## config.mk

```make
export PLATFORM = sky130hd
export DESIGN_NAME = button_typematic_repeat_unit
export DESIGN_NICKNAME = d
export VERILOG_FILES = /design/src/rtl/btr_pkg.sv /design/src/rtl/button_typematic_repeat_unit.sv /design/src/rtl/btr_step_unit.sv /design/src/rtl/btr_ctrl.sv
export VERILOG_INCLUDE_DIRS = /design/src /design/src/rtl
export SDC_FILE = /design/constraint.sdc
export NUM_CORES = 1
export LEC_CHECK = 0
export BUFFER_PORTS_ARGS = -buffer_cell sky130_fd_sc_hd__clkbuf_2
export CORE_AREA = 5 5 112 114
export CTS_CLUSTER_DIAMETER = 60
export DETAILED_ROUTE_END_ITERATION = 16
export DIE_AREA = 0 0 117 119
export GPL_ROUTABILITY_DRIVEN = 0
export PLACE_DENSITY = 0.81
export SLEW_MARGIN = 40
export SYNTH_ARGS = -nofsm -noshare
export SYNTH_HDL_FRONTEND = slang
export SYNTH_SLANG_ARGS = --single-unit
```

## constraint.sdc

```tcl
create_clock -name clk -period 4.3 [get_ports clk]
set_clock_uncertainty 0.2 [all_clocks]
set_input_delay 0 -clock clk [delete_from_list [all_inputs] [get_ports clk]]
set_output_delay 0 -clock clk [all_outputs]
set_load 0.1 [all_outputs]
```

## src/rtl/button_typematic_repeat_unit_macros.svh

```systemverilog
// Assertion macros for the button typematic repeat unit.
// Included by the RTL files that carry concurrent checks; no other dependencies.
`ifndef BUTTON_TYPEMATIC_REPEAT_UNIT_MACROS_SVH
`define BUTTON_TYPEMATIC_REPEAT_UNIT_MACROS_SVH
`ifndef ASSERT_OFF
// Generic clocked check with explicit clock and reset
`define BTR_ASSERT_CLK(lbl, c, r, prop, msg) \
  lbl: assert property (@(posedge c) disable iff (r) prop) else $error(msg);
// Check on the local clk and rst
`define BTR_ASSERT(lbl, prop, msg) \
  `BTR_ASSERT_CLK(lbl, clk, rst, prop, msg)
`else
`define BTR_ASSERT_CLK(lbl, c, r, prop, msg)
`define BTR_ASSERT(lbl, prop, msg)
`endif
`endif

```

## src/rtl/btr_pkg.sv

```systemverilog
// Shared types, codes and constant tables for the button typematic repeat unit.
// No dependencies; imported by every module of the block.
package btr_pkg;

  localparam int BUTTON_W = 16;
  localparam int KEY_W    = 8;
  localparam int CNT_W    = 10;
  localparam int IDX_W    = 3;

  // Event codes
  localparam logic [1:0] MODE_TICK    = 2'd0;
  localparam logic [1:0] MODE_PRESS   = 2'd1;
  localparam logic [1:0] MODE_RELEASE = 2'd2;

  // Entry phases; the spare code behaves as idle
  localparam logic [1:0] PHASE_IDLE   = 2'd0;
  localparam logic [1:0] PHASE_DELAY  = 2'd1;
  localparam logic [1:0] PHASE_REPEAT = 2'd2;

  // Result kinds
  localparam logic KIND_KEY     = 1'b0;
  localparam logic KIND_VERDICT = 1'b1;

  // Register indexes
  localparam logic [IDX_W-1:0] REG_ENTRY0_BUTTON  = 3'd0;
  localparam logic [IDX_W-1:0] REG_ENTRY0_KEY     = 3'd1;
  localparam logic [IDX_W-1:0] REG_ENTRY1_BUTTON  = 3'd2;
  localparam logic [IDX_W-1:0] REG_ENTRY1_KEY     = 3'd3;
  localparam logic [IDX_W-1:0] REG_DELAY_SETTING  = 3'd4;
  localparam logic [IDX_W-1:0] REG_REPEAT_SETTING = 3'd5;

  // Repeat interval in ms: 400 - ceil(367*r/31)
  localparam logic [CNT_W-1:0] INTERVAL_TBL [32] = '{
    10'd400, 10'd388, 10'd376, 10'd364, 10'd352, 10'd340, 10'd328, 10'd317,
    10'd305, 10'd293, 10'd281, 10'd269, 10'd257, 10'd246, 10'd234, 10'd222,
    10'd210, 10'd198, 10'd186, 10'd175, 10'd163, 10'd151, 10'd139, 10'd127,
    10'd115, 10'd104, 10'd92,  10'd80,  10'd68,  10'd56,  10'd44,  10'd33
  };

  typedef enum logic [1:0] {
    S_IDLE,
    S_ENT0,
    S_ENT1,
    S_VERDICT
  } state_t;

  typedef struct packed {
    logic [BUTTON_W-1:0] button0;
    logic [KEY_W-1:0]    key0;
    logic [BUTTON_W-1:0] button1;
    logic [KEY_W-1:0]    key1;
    logic [1:0]          delay_setting;
    logic [4:0]          repeat_setting;
  } cfg_t;

  // Request to the shared step unit for the entry under service
  typedef struct packed {
    logic [1:0]       mode;
    logic [1:0]       phase;
    logic [CNT_W-1:0] count;
    logic             match;
    logic [CNT_W-1:0] delay_ld;
    logic [CNT_W-1:0] interval_ld;
  } unit_req_t;

  typedef struct packed {
    logic [1:0]       phase;
    logic [CNT_W-1:0] count;
    logic             emit;
  } unit_rsp_t;

  // Initial delay in ms: 250*(d+1)
  function automatic logic [CNT_W-1:0] delay_ms(input logic [1:0] d);
    logic [CNT_W-1:0] v;
    case (d)
      2'd0:    v = 10'd250;
      2'd1:    v = 10'd500;
      2'd2:    v = 10'd750;
      default: v = 10'd1000;
    endcase
    return v;
  endfunction

endpackage

```

## src/rtl/button_typematic_repeat_unit.sv

```systemverilog
// Top level of the button typematic repeat unit: register file and block wiring.
// Depends on btr_pkg, btr_ctrl and btr_step_unit.
//
//   channel  | handshake            | payload
//   ---------+----------------------+-----------------------------------
//   input    | in_valid / in_stall  | mode, button
//   result   | out_valid / out_stall| kind, key_code, consumed, last
//   config   | cfg_valid / cfg_ready| cfg_index, cfg_data
//
// An event is taken in the idle state, then the shared step unit visits entry 0
// and then entry 1; a press or release adds the verdict state. A full, stalled
// output register holds the sequencer whenever it has a result to load.
// Reset clears both entries to idle and loads the register defaults at once.
// Config writes are always ready; ignored beyond the last register index.
module button_typematic_repeat_unit (
  input  logic                         clk,
  input  logic                         rst,
  input  logic                         in_valid,
  output logic                         in_stall,
  input  logic [1:0]                   mode,
  input  logic [btr_pkg::BUTTON_W-1:0] button,
  output logic                         out_valid,
  input  logic                         out_stall,
  output logic                         kind,
  output logic [btr_pkg::KEY_W-1:0]    key_code,
  output logic                         consumed,
  output logic                         last,
  input  logic                         cfg_valid,
  output logic                         cfg_ready,
  input  logic [btr_pkg::IDX_W-1:0]    cfg_index,
  input  logic [btr_pkg::BUTTON_W-1:0] cfg_data
);
  import btr_pkg::*;

  cfg_t      cfg;
  unit_req_t req;
  unit_rsp_t rsp;

  assign cfg_ready = 1'b1;

  // Configuration registers
  always_ff @(posedge clk) begin
    if (rst) begin
      cfg.button0        <= 16'd1;
      cfg.key0           <= 8'd174;
      cfg.button1        <= 16'd2;
      cfg.key1           <= 8'd175;
      cfg.delay_setting  <= 2'd1;
      cfg.repeat_setting <= 5'd31;
    end else if (cfg_valid && cfg_ready) begin
      case (cfg_index)
        REG_ENTRY0_BUTTON:  cfg.button0        <= cfg_data;
        REG_ENTRY0_KEY:     cfg.key0           <= cfg_data[KEY_W-1:0];
        REG_ENTRY1_BUTTON:  cfg.button1        <= cfg_data;
        REG_ENTRY1_KEY:     cfg.key1           <= cfg_data[KEY_W-1:0];
        REG_DELAY_SETTING:  cfg.delay_setting  <= cfg_data[1:0];
        REG_REPEAT_SETTING: cfg.repeat_setting <= cfg_data[4:0];
        default: begin
        end
      endcase
    end
  end

  btr_ctrl u_ctrl (
    .clk       (clk),
    .rst       (rst),
    .in_valid  (in_valid),
    .in_stall  (in_stall),
    .mode      (mode),
    .button    (button),
    .cfg       (cfg),
    .req       (req),
    .rsp       (rsp),
    .out_valid (out_valid),
    .out_stall (out_stall),
    .kind      (kind),
    .key_code  (key_code),
    .consumed  (consumed),
    .last      (last)
  );

  btr_step_unit u_step (
    .req (req),
    .rsp (rsp)
  );

endmodule

```

## src/rtl/btr_step_unit.sv

```systemverilog
// Shared entry step unit: phase and countdown update of one mapping entry.
// Depends on btr_pkg.
module btr_step_unit (
  input  btr_pkg::unit_req_t req,
  output btr_pkg::unit_rsp_t rsp
);
  import btr_pkg::*;

  logic active;

  assign active = (req.phase == PHASE_DELAY) || (req.phase == PHASE_REPEAT);

  // One step of the selected entry for the current event
  always_comb begin
    rsp.phase = req.phase;
    rsp.count = req.count;
    rsp.emit  = 1'b0;
    case (req.mode)
      MODE_TICK: begin
        if (active) begin
          if (req.count > 10'd1) begin
            rsp.count = req.count - 10'd1;
          end else begin
            rsp.count = req.interval_ld;
            if (req.phase == PHASE_DELAY) begin
              rsp.phase = PHASE_REPEAT;
            end else begin
              rsp.emit = 1'b1;
            end
          end
        end
      end
      MODE_PRESS: begin
        if (req.match && !active) begin
          rsp.phase = PHASE_DELAY;
          rsp.count = req.delay_ld;
          rsp.emit  = 1'b1;
        end
      end
      MODE_RELEASE: begin
        if (req.match) begin
          rsp.phase = PHASE_IDLE;
          rsp.count = '0;
        end
      end
      default: begin
      end
    endcase
  end

endmodule

```

## src/rtl/btr_ctrl.sv

```systemverilog
// Sequencer, entry state and output register of the typematic repeat unit.
// Depends on btr_pkg and the assertion macro header.
`include "button_typematic_repeat_unit_macros.svh"
module btr_ctrl (
  input  logic                          clk,
  input  logic                          rst,
  input  logic                          in_valid,
  output logic                          in_stall,
  input  logic [1:0]                    mode,
  input  logic [btr_pkg::BUTTON_W-1:0]  button,
  input  btr_pkg::cfg_t                 cfg,
  output btr_pkg::unit_req_t            req,
  input  btr_pkg::unit_rsp_t            rsp,
  output logic                          out_valid,
  input  logic                          out_stall,
  output logic                          kind,
  output logic [btr_pkg::KEY_W-1:0]     key_code,
  output logic                          consumed,
  output logic                          last
);
  import btr_pkg::*;

  state_t              state, state_next;
  logic [1:0]          mode_q;
  logic [BUTTON_W-1:0] button_q;
  logic                hit;
  logic [1:0]          phase [2];
  logic [CNT_W-1:0]    count [2];

  logic sel;
  logic out_free;
  logic step_go;
  logic load_key;
  logic load_verdict;
  logic ent1_due;
  logic key_last;
  logic accept;

  assign sel      = (state == S_ENT1);
  assign out_free = !out_valid || !out_stall;
  assign accept   = in_valid && !in_stall;

  // Request for the entry under service
  always_comb begin
    req.mode        = mode_q;
    req.phase       = phase[sel];
    req.count       = count[sel];
    req.match       = (button_q == (sel ? cfg.button1 : cfg.button0));
    req.delay_ld    = delay_ms(cfg.delay_setting);
    req.interval_ld = INTERVAL_TBL[cfg.repeat_setting];
  end

  // Next state
  always_comb begin
    state_next = state;
    case (state)
      S_IDLE: begin
        if (in_valid && (mode == MODE_TICK || mode == MODE_PRESS || mode == MODE_RELEASE))
          state_next = S_ENT0;
      end
      S_ENT0: begin
        if (step_go) state_next = S_ENT1;
      end
      S_ENT1: begin
        if (step_go) state_next = (mode_q == MODE_TICK) ? S_IDLE : S_VERDICT;
      end
      S_VERDICT: begin
        if (out_free) state_next = S_IDLE;
      end
      default: state_next = S_IDLE;
    endcase
  end

  // Control outputs
  always_comb begin
    in_stall     = (state != S_IDLE);
    step_go      = ((state == S_ENT0) || (state == S_ENT1)) && (!rsp.emit || out_free);
    load_key     = step_go && rsp.emit;
    load_verdict = (state == S_VERDICT) && out_free;
    // entry 1 fires a key on this tick: entry 0's key is then not the last
    ent1_due     = (phase[1] == PHASE_REPEAT) && (count[1] <= 10'd1);
    key_last     = (mode_q == MODE_TICK) && (sel || !ent1_due);
  end

  // Control registers and entry state
  always_ff @(posedge clk) begin
    if (rst) begin
      state     <= S_IDLE;
      out_valid <= 1'b0;
      hit       <= 1'b0;
      phase[0]  <= PHASE_IDLE;
      phase[1]  <= PHASE_IDLE;
      count[0]  <= '0;
      count[1]  <= '0;
    end else begin
      state <= state_next;
      if (load_key || load_verdict) begin
        out_valid <= 1'b1;
      end else if (!out_stall) begin
        out_valid <= 1'b0;
      end
      if (accept) begin
        hit <= 1'b0;
      end else if (step_go) begin
        hit <= hit | req.match;
      end
      if (step_go) begin
        phase[sel] <= rsp.phase;
        count[sel] <= rsp.count;
      end
    end
  end

  // Captured event and result payload
  always_ff @(posedge clk) begin
    if (accept) begin
      mode_q   <= mode;
      button_q <= button;
    end
    if (load_key) begin
      kind     <= KIND_KEY;
      key_code <= sel ? cfg.key1 : cfg.key0;
      consumed <= 1'b0;
      last     <= key_last;
    end else if (load_verdict) begin
      kind     <= KIND_VERDICT;
      key_code <= '0;
      consumed <= hit;
      last     <= 1'b1;
    end
  end

  `BTR_ASSERT(a_accept_starts, accept && (mode == MODE_TICK || mode == MODE_PRESS || mode == MODE_RELEASE) |=> state == S_ENT0, "accepted event did not start the entry walk")
  `BTR_ASSERT(a_ent0_order, state == S_ENT0 |=> state == S_ENT0 || state == S_ENT1, "entry 0 not followed by entry 1")
  `BTR_ASSERT(a_verdict_out, load_verdict |=> out_valid && kind == KIND_VERDICT && last, "verdict not presented as final result")
  `BTR_ASSERT(a_press_key_not_last, load_key && mode_q != MODE_TICK |=> out_valid && kind == KIND_KEY && !last, "press key marked as final result")

endmodule

```

# After elaboration in Yosys (flattened, before gate mapping)
# Memory sizes are Yosys's and may differ from the RTL's.
# Cells that the tools add are included.
word_totals:
  regBits: 88
  ram_bits: 24
  rom_bits: 320
  input_bits: 42
  out_inout_bits: 14
  wordCells: 124
  mem_count: 3
memory_table:
  columns: ["memory", "words", "width", "read_ports", "rd_ports_with_merged_regs", "wr", "line_no", "text"]
  rows:
  - ["(no name shown)", 32, 10, 1, 0, 0, "btr_ctrl.sv:50", "req.interval_ld = INTERVAL_TBL[cfg.repeat_setting];"]
  - ["u_ctrl.count", 2, 10, 2, 0, 2, "btr_ctrl.sv:28", "logic [CNT_W-1:0] count [2];"]
  - ["u_ctrl.phase", 2, 2, 2, 0, 2, "btr_ctrl.sv:27", "logic [1:0] phase [2];"]
classes:
  addsub: 1
  order_cmp: 3
  n_eq_ne: 23
  muxes: 38
  bitwise: 2
  n_reduce_logical: 39
ops:
  columns: ["operator", "n"]
  rows:
  - ["two-way mux 10 bit", 4]
  - ["case mux 12 bit (3 select lines)", 1]
  - ["case mux 10 bit (3 select lines)", 1]
  - ["two-way mux 13 bit", 2]
  - ["two-way mux 8 bit", 3]
  - ["equality test 16 bit", 1]
  - ["two-way mux 16 bit", 1]
  - ["two-way mux 2 bit", 8]
  - ["two-way mux 1 bit", 15]
  - ["equality test 2 bit, second input constant", 7]
  - ["two-way mux 12 bit", 1]
  - ["AND reduction 2 bit", 6]
  - ["equality test 2 x 1 -> 1 bit, second input constant", 5]
  - ["> comparator 10 x 1 -> 1 bit, second input constant", 1]
  - ["less-or-equal comparator 10 x 1 -> 1 bit, second input constant", 1]
  - ["OR reduction 10 bit", 1]
  - ["subtractor 10 x 1 -> 10 bit, second input constant", 1]
  - ["logical AND 1 bit", 8]
  - ["logical NOT 2 bit", 4]
  - ["logical OR 1 bit", 8]
  - ["!= test 2 x 1 -> 1 bit, second input constant", 4]
  - ["case mux 2 bit (4 select lines)", 1]
  - ["equality test 3 x 2 -> 1 bit, second input constant", 2]
  - ["equality test 3 bit, second input constant", 2]
  - ["11 further kinds", 18]

# Depth between registers and ports, before layout
# Gate-level depths: netlist of run 1.
# An unclocked memory read counts as a cell.
logic_depth:
  depth_word: 16
  ltp_mapped: 17
  depth_no_buf: 12

# Hierarchy
# A second synthesis of run 1 with hierarchy kept.
hier_totals:
  hier_cells: 594
  area_unflattened_um2: 6237.2
modules_own_cells:
  columns: ["mod", "n_inst", "cells_per_inst", "area_per_inst_um2", "seq_area_each_um2"]
  rows:
  - ["btr_ctrl", 1, 270, 3191.8, 1651.6]
  - ["button_typematic_repeat_unit", 1, 214, 2259.7, 1101.1]
  - ["btr_step_unit", 1, 110, 785.8, 0.0]

# Worst setup path before layout of run 1
# Ideal clock, no wire load.
synth_timing:
  kind: "register to register"
  start: "register u_ctrl.state[0]"
  end: "register u_ctrl.key_code[0] in the netlist's numbering (enable)"
  setup_ps: 334
  t_arrival_ps: 3491
  required_time_ps: 3766
  slack_ps: 275
  path_stages_with_launch: 17
  path_buffers: 6
  synth_period_minus_slack_ps: 4025
  cell_sequence: "dfxtp_1 -> inv_1 -> ha_1 -> buf_6 -> buf_6 -> buf_2 -> buf_1 -> mux2_2 -> inv_1 -> ha_1 -> clkbuf_1 -> nor2_1 -> nand2_1 -> o22ai_1 -> nand3_1 -> buf_2 -> nand2_1"
synth_between:
  elab_chain_len: 13
  word_cells_on_any_way: 25
  cone_classes: "order compare: 1; eq/ne: 6; mux: 6; reduce/logical: 10; memory: 2"
synth_lines:
  columns: ["element", "line_no", "text"]
  rows:
  - ["start: declaration", "btr_ctrl.sv:23", "state_t state, state_next;"]
  - ["start signal: assignment", "btr_ctrl.sv:96", "state <= state_next;"]
  - ["branches (longest 12 deep; another with memory (2 x 10 bit))", null, null]
  - ["nonzero test 2 bit (no source line) (*)", null, null]
  - ["end signal: assignment", "btr_ctrl.sv:122", "key_code <= sel ? cfg.key1 : cfg.key0;"]
  - ["end: declaration", "btr_ctrl.sv:17", "output logic [btr_pkg::KEY_W-1:0] key_code,"]
# Mark *: on every way between the ends.
# A chain may end at the register's enable or synchronous reset.

# Final worst setup path of run 1
layout_timing:
  start: "register u_ctrl.state[0]"
  end: "register u_ctrl.last (enable)"
layout_between:
  elab_chain_len: 13
  word_cells_on_any_way: 25
  cone_classes: "order compare: 1; eq/ne: 6; mux: 6; reduce/logical: 10; memory: 2"
layout_lines:
  columns: ["element", "line_no", "text"]
  rows:
  - ["branches (longest 12 deep; another with memory (2 x 10 bit))", null, null]
  - ["nonzero test 2 bit (no source line) (*)", null, null]
  - ["end signal: assignment", "btr_ctrl.sv:124", "last <= key_last;"]
  - ["end: declaration", "btr_ctrl.sv:19", "output logic last"]
# Marked as above.

==> run summary, run 1 <==
status -> finished, final reports clean
post-route minimum period -> 4.04 ns
share of the synthesized area in the top cell type -> 25.4%
Slew HR -> 49.2%
area of the die -> 13900 µm²
Max Cap Viol -> 0
IO Pins -> 56
htree depth -> 3
Power Density -> 474 nW/µm²
number of synthesized flops with an enable pin -> 51
Worst Path Arrival -> 3.86 ns
setup TNS -> 0 ns
Max Transition Viols Final -> 0
Port-buffer cells -> 54
crit path kind -> reg -> reg
row count -> 39
Post-DP Area -> 6350 µm²
core area -> 11300 µm²
layout cells sized above 1 -> 14.3%
Post-synth ARST share -> 0%
logic gate share of total power -> 35.7%
Post-Syn Instances -> 646
Leak -> 2.64 nW
Vias/cell -> 5.95
vias in the first global route -> 5253
most frequent cells in the layout -> nand2_1, dfxtp_1, nor2_1
dpl hpwl -> 10500 µm
Post-Syn Area -> 6020 µm²
area growth from synthesis to layout -> 17.2%
worst hold path class -> in -> reg
part of the power in registers -> 39.7%
DRC -> 0
postcts setup bufs -> 0
total track usage -> 23.1%
CTS root buffer -> clkbuf_16
TritonCTS clock tree -> done
Worst-Skew Late Latency -> 0.35 ns
Post-Route WL -> 15400 µm
Die H -> 119 µm
WHS -> 0.156 ns
n_diodes -> 0
sequential area share after synthesis -> 45.7%
final worst-path cycle share -> 94.0%
CTS Buf Count -> 9
Worst Max-Slew Pin Slew -> 0.761 ns
Crit. End Element -> flop
worst flop-to-flop path startpoint -> u_ctrl.state[0]
hold_sp -> button[6]
CTS max path bufs -> 2
Syn Area/Cell -> 9.32 µm²
post-synth top area cell -> edfxtp_1
Routed Antenna Nets -> 0
crit start category -> flop
commonest non-fill, non-tap cell in the layout -> nand2_1
syn_nets -> 707
crit path from -> u_ctrl.state[0]
chip width -> 117 µm
Netlist cell types -> 67
Layout Nets -> 784
Pint -> 2.09 mW
Top FF cell, synth -> dfxtp_1
initial antenna violation count -> 0
switching share of power -> 37.4%
CP required -> 4.12 ns
endpoints failing setup -> 0
clk sinks -> 112
vias post-DR -> 5183
iteration count of the initial detailed-routing pass -> 6
wire length per cell -> 17.7 µm
Starting Density -> 53.2%
Ys Warns -> 0
cell area after layout -> 7060 µm²
DRT iter0 DRCs -> 441
first-pass GRT wire length -> 25700 µm
net switching power figure -> 1.25 mW
Final Hold Viols -> 0
clock slew seen by the registers of the worst setup and hold paths -> 0.07 ns
fmax -> 247 MHz
RSZ-0062 raised after global routing -> no
GRT Residual Overflow -> 0
Synth Register Bits -> 112
VDD IR-drop max -> 0.258 mV
top cells by area, synth -> edfxtp_1, dfxtp_1, mux2i_1, nand2_1, a21oi_1
crit-path max FO -> 26
Clock power frac -> 24.6%
largest net degree at the start of global routing -> 46
-- synthesized netlist by cell type (all sizes together) (6+ instances only) --
cell type  count
a211oi         8
a21oi         54
ha            19
mux2           7
edfxtp        51
nor2b          6
mux2i         47
nor4           7
o211ai        13
dfxtp         61
nor2          59
nor3          11
nand3         10
nand2        113
clkbuf        23
inv           19
buf           14
xnor2         17
o21ai         23
-- power by group through the flow --
stage,Combinational (mW),Clock (mW),Sequential [mW]
floorplan,0.812,0,1.40
global placement,1.11,0,1.34
detailed placement,1.13,0,1.35
CTS,1.17,0.825,1.33
global route,1.30,0.874,1.34
finish,1.19,0.824,1.33
-- logic make-up (layout without fill, tap and decap cells) --
| logic type | after synthesis | count (layout) | share of synthesized area [%] |
|---|---|---|---|
| adders and majority gates | 19 | 19 | 3.95 |
| AOI/OAI and AO/OA | 149 | 149 | 16.0 |
| DFF | 112 | 112 | 45.7 |
| and+or+nand+nor | 236 | 236 | 18.2 |
| muxes | 54 | 54 | 9.12 |
| xor gates and xnor gates | 18 | 18 | 2.62 |
| buffers and inverters | 57 | 139 | 4.36 |
| other | 1 | 1 | 0.0623 |
-- path summary, 6_finish.rpt --
path	to	slack, ns	cells past startpoint
min reg2reg	cfg[22]	0.26	2
max	u_ctrl.last	0.26	10
min	u_ctrl.button_q[6]	0.16	2
max reg2reg	u_ctrl.last	0.26	10
-- final cells by class --
type	instances	area, µm²
Fill cell	902	4260
Tap cell	143	179
Timing Repair Buffer	103	741
Clock inverter	6	47.5
Sequential cell	112	2750
Inverter	20	75.1
Multi-Input combinational cell	477	3020
Clock buffer	10	250
-- through the flow --
stage          util (%)  total power [mW]  cells  worst slack (ns)
5_1_grt            62.4              3.51    871            0.0352
3_3_place_gp       56.1              2.45    814             0.492
6_report           62.4              3.35    871             0.258
2_1_floorplan         -              2.21    646             0.275
4_1_cts            62.3              3.32    871             0.308
3_5_place_dp       56.1              2.49    814             0.334
-- timing repair --
item | in CTS | in global routing
gates resized for setup | 0 | 0
hold buffers | 41 | 0
hold endpoints to repair | 76 | 0
-- sequential cells by signal, summed over array words and instances, names as in the netlist --
name / cells
cfg: 55
u_ctrl.count: 20
u_ctrl.button_q: 16
u_ctrl.key_code: 8
u_ctrl.phase: 4
u_ctrl.mode_q: 2
u_ctrl.state: 2
u_ctrl.consumed: 1
u_ctrl.hit: 1
u_ctrl.kind: 1
u_ctrl.last: 1
u_ctrl.out_valid: 1
-- worst max-delay path: stages (launching register included) --
cell and delay [ns]:
dfxtp_1 0.36, inv_1 0.10, ha_2 0.56, buf_4 0.42
mux2i_1 0.29, xnor2_1 0.12, nor4_2 0.36, nand4_2 0.44
o22ai_1 0.39, nand3_1 0.15, nand2_1 0.31
-- per-layer routing --
layer / global-route usage (%) / up-vias / share of wire (%)
met2: 40.3 / 199 / 52
met5: 0 / - / 0
met3: 4.21 / 51 / 6.1
met4: 9.18 / 0 / 3.2
li1: - / 2454 / -
met1: 27.8 / 2479 / 39
Power figures use the tool's default switching activity.
==> run 2: changes to the inputs <==
CELL_PAD_IN_SITES_DETAIL_PLACEMENT = 1   (was unset)
CELL_PAD_IN_SITES_GLOBAL_PLACEMENT = 1   (was unset)
CORE_AREA = 2 2 123 125   (was 5 5 112 114)
DIE_AREA = 0 0 125 127   (was 0 0 117 119)
PLACE_DENSITY = 0.82   (was 0.81)
==> run summary, run 2 (synthesis results as in run 1) <==
endpoints failing setup -> 0
Slowest-stage cell, CP -> mux2i_1
chip width -> 125 µm
Starting Density -> 41.8%
Worst-Skew Late Latency -> 0.36 ns
core area -> 14400 µm²
highest metal used -> met4
crit path kind -> reg -> reg
initial antenna violation count -> 0
dpl hpwl -> 12300 µm
CP required -> 4.07 ns
RSZ-0062 raised after global routing -> no
postcts setup bufs -> 0
Largest register FFs -> 55
CTS root buffer -> clkbuf_16
DRT iter0 DRCs -> 307
worst hold path class -> in -> reg
clock slew seen by the registers of the worst setup and hold paths -> 0.08 ns
switching share of power -> 37.9%
crit-path max FO -> 26
layout cells sized above 1 -> 14.3%
fmax -> 266 MHz
final worst-path cycle share -> 87.6%
biggest regs -> cfg x55, u_ctrl.count x20, u_ctrl.button_q x16
Leak -> 2.64 nW
net switching power figure -> 1.29 mW
htree depth -> 3
DRC -> 0
Met3 Wirelength -> 599 µm
part of the power in registers -> 39.2%
Worst Path Arrival -> 3.54 ns
Max Transition Viols Final -> 0
Die H -> 127 µm
status -> finished, final reports clean
GRT Residual Overflow -> 0
vias in the first global route -> 5640
Slew HR -> 45.5%
Largest Register -> cfg
clk sinks -> 112
row count -> 44
Power Density -> 477 nW/µm²
crit path cell chain -> inv_1, ha_4, mux2i_1, ha_1, nor2_1, nor2b_1, nand4_1, o21ai_0, a41o_1, or3_1, nand2_1
iteration count of the initial detailed-routing pass -> 4
Max Cap Viol -> 0
cell family with most CP delay -> simple AND/OR/NAND/NOR gates
Crit. End Element -> flop
IO Pins -> 56
total track usage -> 22.6%
Post-Route WL -> 17800 µm
CTS max path bufs -> 2
WL met1 -> 7150 µm
Routed Antenna Nets -> 0
Port-buffer cells -> 54
Final Hold Viols -> 0
crit start category -> flop
Vias/cell -> 5.68
DP Worst Slack -> 0.393 ns
n_diodes -> 0
TritonCTS clock tree -> done
largest net degree at the start of global routing -> 46
DR WL met2 -> 9540 µm
most frequent cells in the layout -> nand2_1, dfxtp_1, nor2_1
Pint -> 2.11 mW
CP bufs+invs -> 1
logic gate share of total power -> 36.1%
CP max stage delay -> 0.57 ns
commonest non-fill, non-tap cell in the layout -> nand2_1
wire length per cell -> 19.5 µm
VDD IR-drop max -> 0.315 mV
post-route minimum period -> 3.77 ns
vias post-DR -> 5190
Layout Nets -> 785
area growth from synthesis to layout -> 18.5%
first-pass GRT wire length -> 28700 µm
area of the die -> 15900 µm²
Final WS setup -> 0.534 ns
Worst Max-Slew Pin Slew -> 0.816 ns
Clock power frac -> 24.7%
CTS Buf Count -> 9
setup TNS -> 0 ns
run 2: final timing paths:
| kind | slack [ns] | start | cells after the start | endpoint |
|---|---|---|---|---|
| min | 0.03 | rst | 3 | cfg[33] |
| max reg2reg | 0.53 | u_ctrl.state[0] | 11 | u_ctrl.count[0][3] |
| min reg2reg | 0.26 | cfg[27] | 2 | cfg[27] |
| max | 0.53 | u_ctrl.state[0] | 11 | u_ctrl.count[0][3] |
run 2: worst register-to-register path, delay by kind of cell, from the launching register on:
| kind | cells | cell delay, ns |
|---|---|---|
| compound gates | 2 | 0.34 |
| fa+ha+maj | 2 | 0.78 |
| buf+inv | 1 | 0.14 |
| mux | 1 | 0.58 |
| simple gates | 5 | 0.98 |
| flops | 1 | 0.35 |
run 2: final cells by class:
type	count	area, µm²
clock buffers	12	268
repair buffers	104	761
flip-flops and latches	112	2750
inverters	20	75.1
multi-input cells	477	3030
well taps	184	230
fillers	1643	7280
clock inverters	4	26.3
run 2: what timing repair did:
item | 4_1_cts | 5_1_grt
setup endpoints to repair | 0 | 12
resized for setup | 0 | 1
hold endpoints to repair | 76 | 0
hold buffers | 41 | 0
run 2: layer usage:
layer	vias to the layer above	track usage (%)
met4	0	9.80
met3	42	3.48
met5	-	0
met2	110	42.4
li1	2457	-
met1	2581	25.5
run 2: power groups by stage:
stage / sequential [mW] / combinational [mW] / clock [mW]
final: 1.33 / 1.23 / 0.839
after detailed placement: 1.36 / 1.17 / 0
after floorplan: 1.40 / 0.812 / 0
after CTS: 1.33 / 1.21 / 0.849
after global routing: 1.35 / 1.33 / 0.886
after global placement: 1.35 / 1.14 / 0
run 2: stage by stage:
step / total power [mW] / std cells / area [µm²] / util (%) / hold WS [ns]
final: 3.40 / 913 / 7140 / 49.5 / 0.0271
after CTS: 3.39 / 913 / 7130 / 49.4 / 0.00797
after global placement: 2.48 / 856 / 6420 / 44.5 / -0.0231
after global routing: 3.56 / 913 / 7140 / 49.5 / 0.0445
after detailed placement: 2.53 / 856 / 6420 / 44.5 / -0.0204
after floorplan: 2.21 / 646 / 6020 / - / -0.101
==> run 3: changes to the inputs <==
CORE_AREA = 2 2 118 120   (was 2 2 123 125)
DIE_AREA = 0 0 120 122   (was 0 0 125 127)
PLACE_DENSITY = unset   (was 0.82)
PLACE_DENSITY_LB_ADDON = 0.1   (was unset)
clock period = 4 ns   (was 4.3 ns; I/O delays follow)
==> run summary, run 3 (synthesis results as in run 1) <==
status -> finished, final reports clean
RSZ-0062 raised after global routing -> no
Seq. cell area -> 2750 µm²
CTS max path bufs -> 2
Pint -> 2.26 mW
area of the die -> 14600 µm²
Final WS setup -> 0.333 ns
Power Density -> 512 nW/µm²
biggest regs -> cfg x55, u_ctrl.count x20, u_ctrl.button_q x16
chip width -> 120 µm
Clock power frac -> 24.4%
Largest Register -> cfg
crit path from -> u_ctrl.state[0]
CP max stage delay -> 0.45 ns
dpl hpwl -> 12600 µm
DRT iter0 DRCs -> 241
wire length per cell -> 19.1 µm
crit path kind -> reg -> reg
clock slew seen by the registers of the worst setup and hold paths -> 0.07 ns
Layout fillers -> 1584
net switching power figure -> 1.40 mW
CTS root buffer -> clkbuf_16
CTS Buf Count -> 9
total track usage -> 24.4%
first-pass GRT wire length -> 27600 µm
postcts setup bufs -> 0
row count -> 43
Worst-Skew Late Latency -> 0.35 ns
area growth from synthesis to layout -> 18.8%
Leak -> 2.68 nW
htree depth -> 3
worst flop-to-flop path startpoint -> u_ctrl.state[0]
Worst Max-Slew Pin Slew -> 0.681 ns
Crit. End Element -> flop
Max Cap Viol -> 0
crit path cell chain -> inv_1, ha_2, buf_6, mux2i_1, xnor2_1, nor4_2, and4_4, a41o_1, or3_1, nand2_1
Die H -> 122 µm
Port-buffer cells -> 54
setup TNS -> 0 ns
Slowest-stage cell, CP -> nor4_2
initial antenna violation count -> 0
r2r endpoint -> u_ctrl.count[0][3]
crit-path max FO -> 29
DP Worst Slack -> 0.252 ns
layout cells sized above 1 -> 15.1%
clk sinks -> 112
post-route minimum period -> 3.67 ns
Vias/cell -> 5.60
crit start category -> flop
part of the power in registers -> 39.1%
final worst-path cycle share -> 91.7%
Layout Nets -> 791
GRT Residual Overflow -> 0
Slew HR -> 54.5%
fmax -> 273 MHz
DRC -> 0
endpoints failing setup -> 0
DP Cell Count -> 858
vias in the first global route -> 5262
most frequent cells in the layout -> nand2_1, dfxtp_1, nor2_1
Max Transition Viols Final -> 0
Starting Density -> 44.6%
CP required -> 3.77 ns
n_diodes -> 0
critical path endpoint -> u_ctrl.count[0][3]
Worst Path Arrival -> 3.44 ns
commonest non-fill, non-tap cell in the layout -> nand2_1
Multi-input gate area -> 3020 µm²
core area -> 13500 µm²
worst hold path class -> in -> reg
Post-Route WL -> 17500 µm
logic gate share of total power -> 36.5%
non-filler instance count after layout -> 915
Final Hold Viols -> 0
Routed Antenna Nets -> 0
vias post-DR -> 5121
switching share of power -> 38.3%
Largest register FFs -> 55
WHS -> 0.161 ns
IO Pins -> 56
flop-to-flop setup slack -> 0.33 ns
VDD IR-drop max -> 0.309 mV
largest net degree at the start of global routing -> 46
Pwr Total -> 3.66 mW
reg2reg path depth -> 10
iteration count of the initial detailed-routing pass -> 4
TritonCTS clock tree -> done
[run 3: changes by cell type in the layout (fill, tap and decap cells not counted), sizes merged]
| cell | before | now |
|---|---|---|
| clkbuf | 66 | 65 |
| buf | 9 | 15 |
| inv | 20 | 22 |
| clkinvlp | 1 | 0 |
[run 3: timing repair]
action,CTS,global route
endpoints found under the setup margin,0,12
hold buffers,41,0
gates resized for setup,0,2
endpoints found under the hold margin,76,0
[run 3: worst max-delay path, delay by kind of cell, from the launching register on]
kind	cells	cell delay [ns]
xor gates and xnor gates	1	0.10
adders and majority gates	1	0.33
AOI/OAI and AO/OA	1	0.21
and+or+nand+nor	4	1.33
muxes	1	0.27
DFF	1	0.36
buffers and inverters	2	0.46
[run 3: stage by stage]
stage / util [%] / cell area (µm²)
after floorplan: - / 6020
after global placement: 47.7 / 6450
after detailed placement: 47.8 / 6450
after CTS: 53.0 / 7150
after global routing: 53.0 / 7160
final: 53.0 / 7160
[run 3: how the worst min path moves through the flow]
stage,start,slack [ns],endpoint,cells past startpoint
3_3_place_gp,button[6],-0.02,u_ctrl.button_q[6],1
5_1_grt,button[12],0.16,u_ctrl.button_q[12],2
4_1_cts,button[12],0.15,u_ctrl.button_q[12],2
3_5_place_dp,button[10],-0.02,u_ctrl.button_q[10],1
6_report,button[12],0.16,u_ctrl.button_q[12],2
2_1_floorplan,button[0],-0.10,u_ctrl.button_q[0],0
[run 3: layout make-up]
class                      count  area share (%)
sequential                   112            38.5
clock buffer                  11            3.53
clock inverter                 5           0.524
timing repair buffer         110            11.1
inverter                      20            1.05
tap                          180            3.15
multi-input combinational    477            42.2
[run 3: per-layer routing]
metal	routed length, µm	vias up	track usage, %
li1	-	2474	-
met1	7120	2532	28.4
met2	9480	86	46.0
met3	507	29	3.28
met4	410	0	8.31
met5	0	-	0
[run 3: power by group through the flow]
stage | Combinational (mW) | Clock, mW | Sequential, mW
global route | 1.45 | 0.947 | 1.45
floorplan | 0.874 | 0 | 1.50
CTS | 1.33 | 0.900 | 1.43
global placement | 1.25 | 0 | 1.45
finish | 1.34 | 0.893 | 1.43
detailed placement | 1.29 | 0 | 1.46
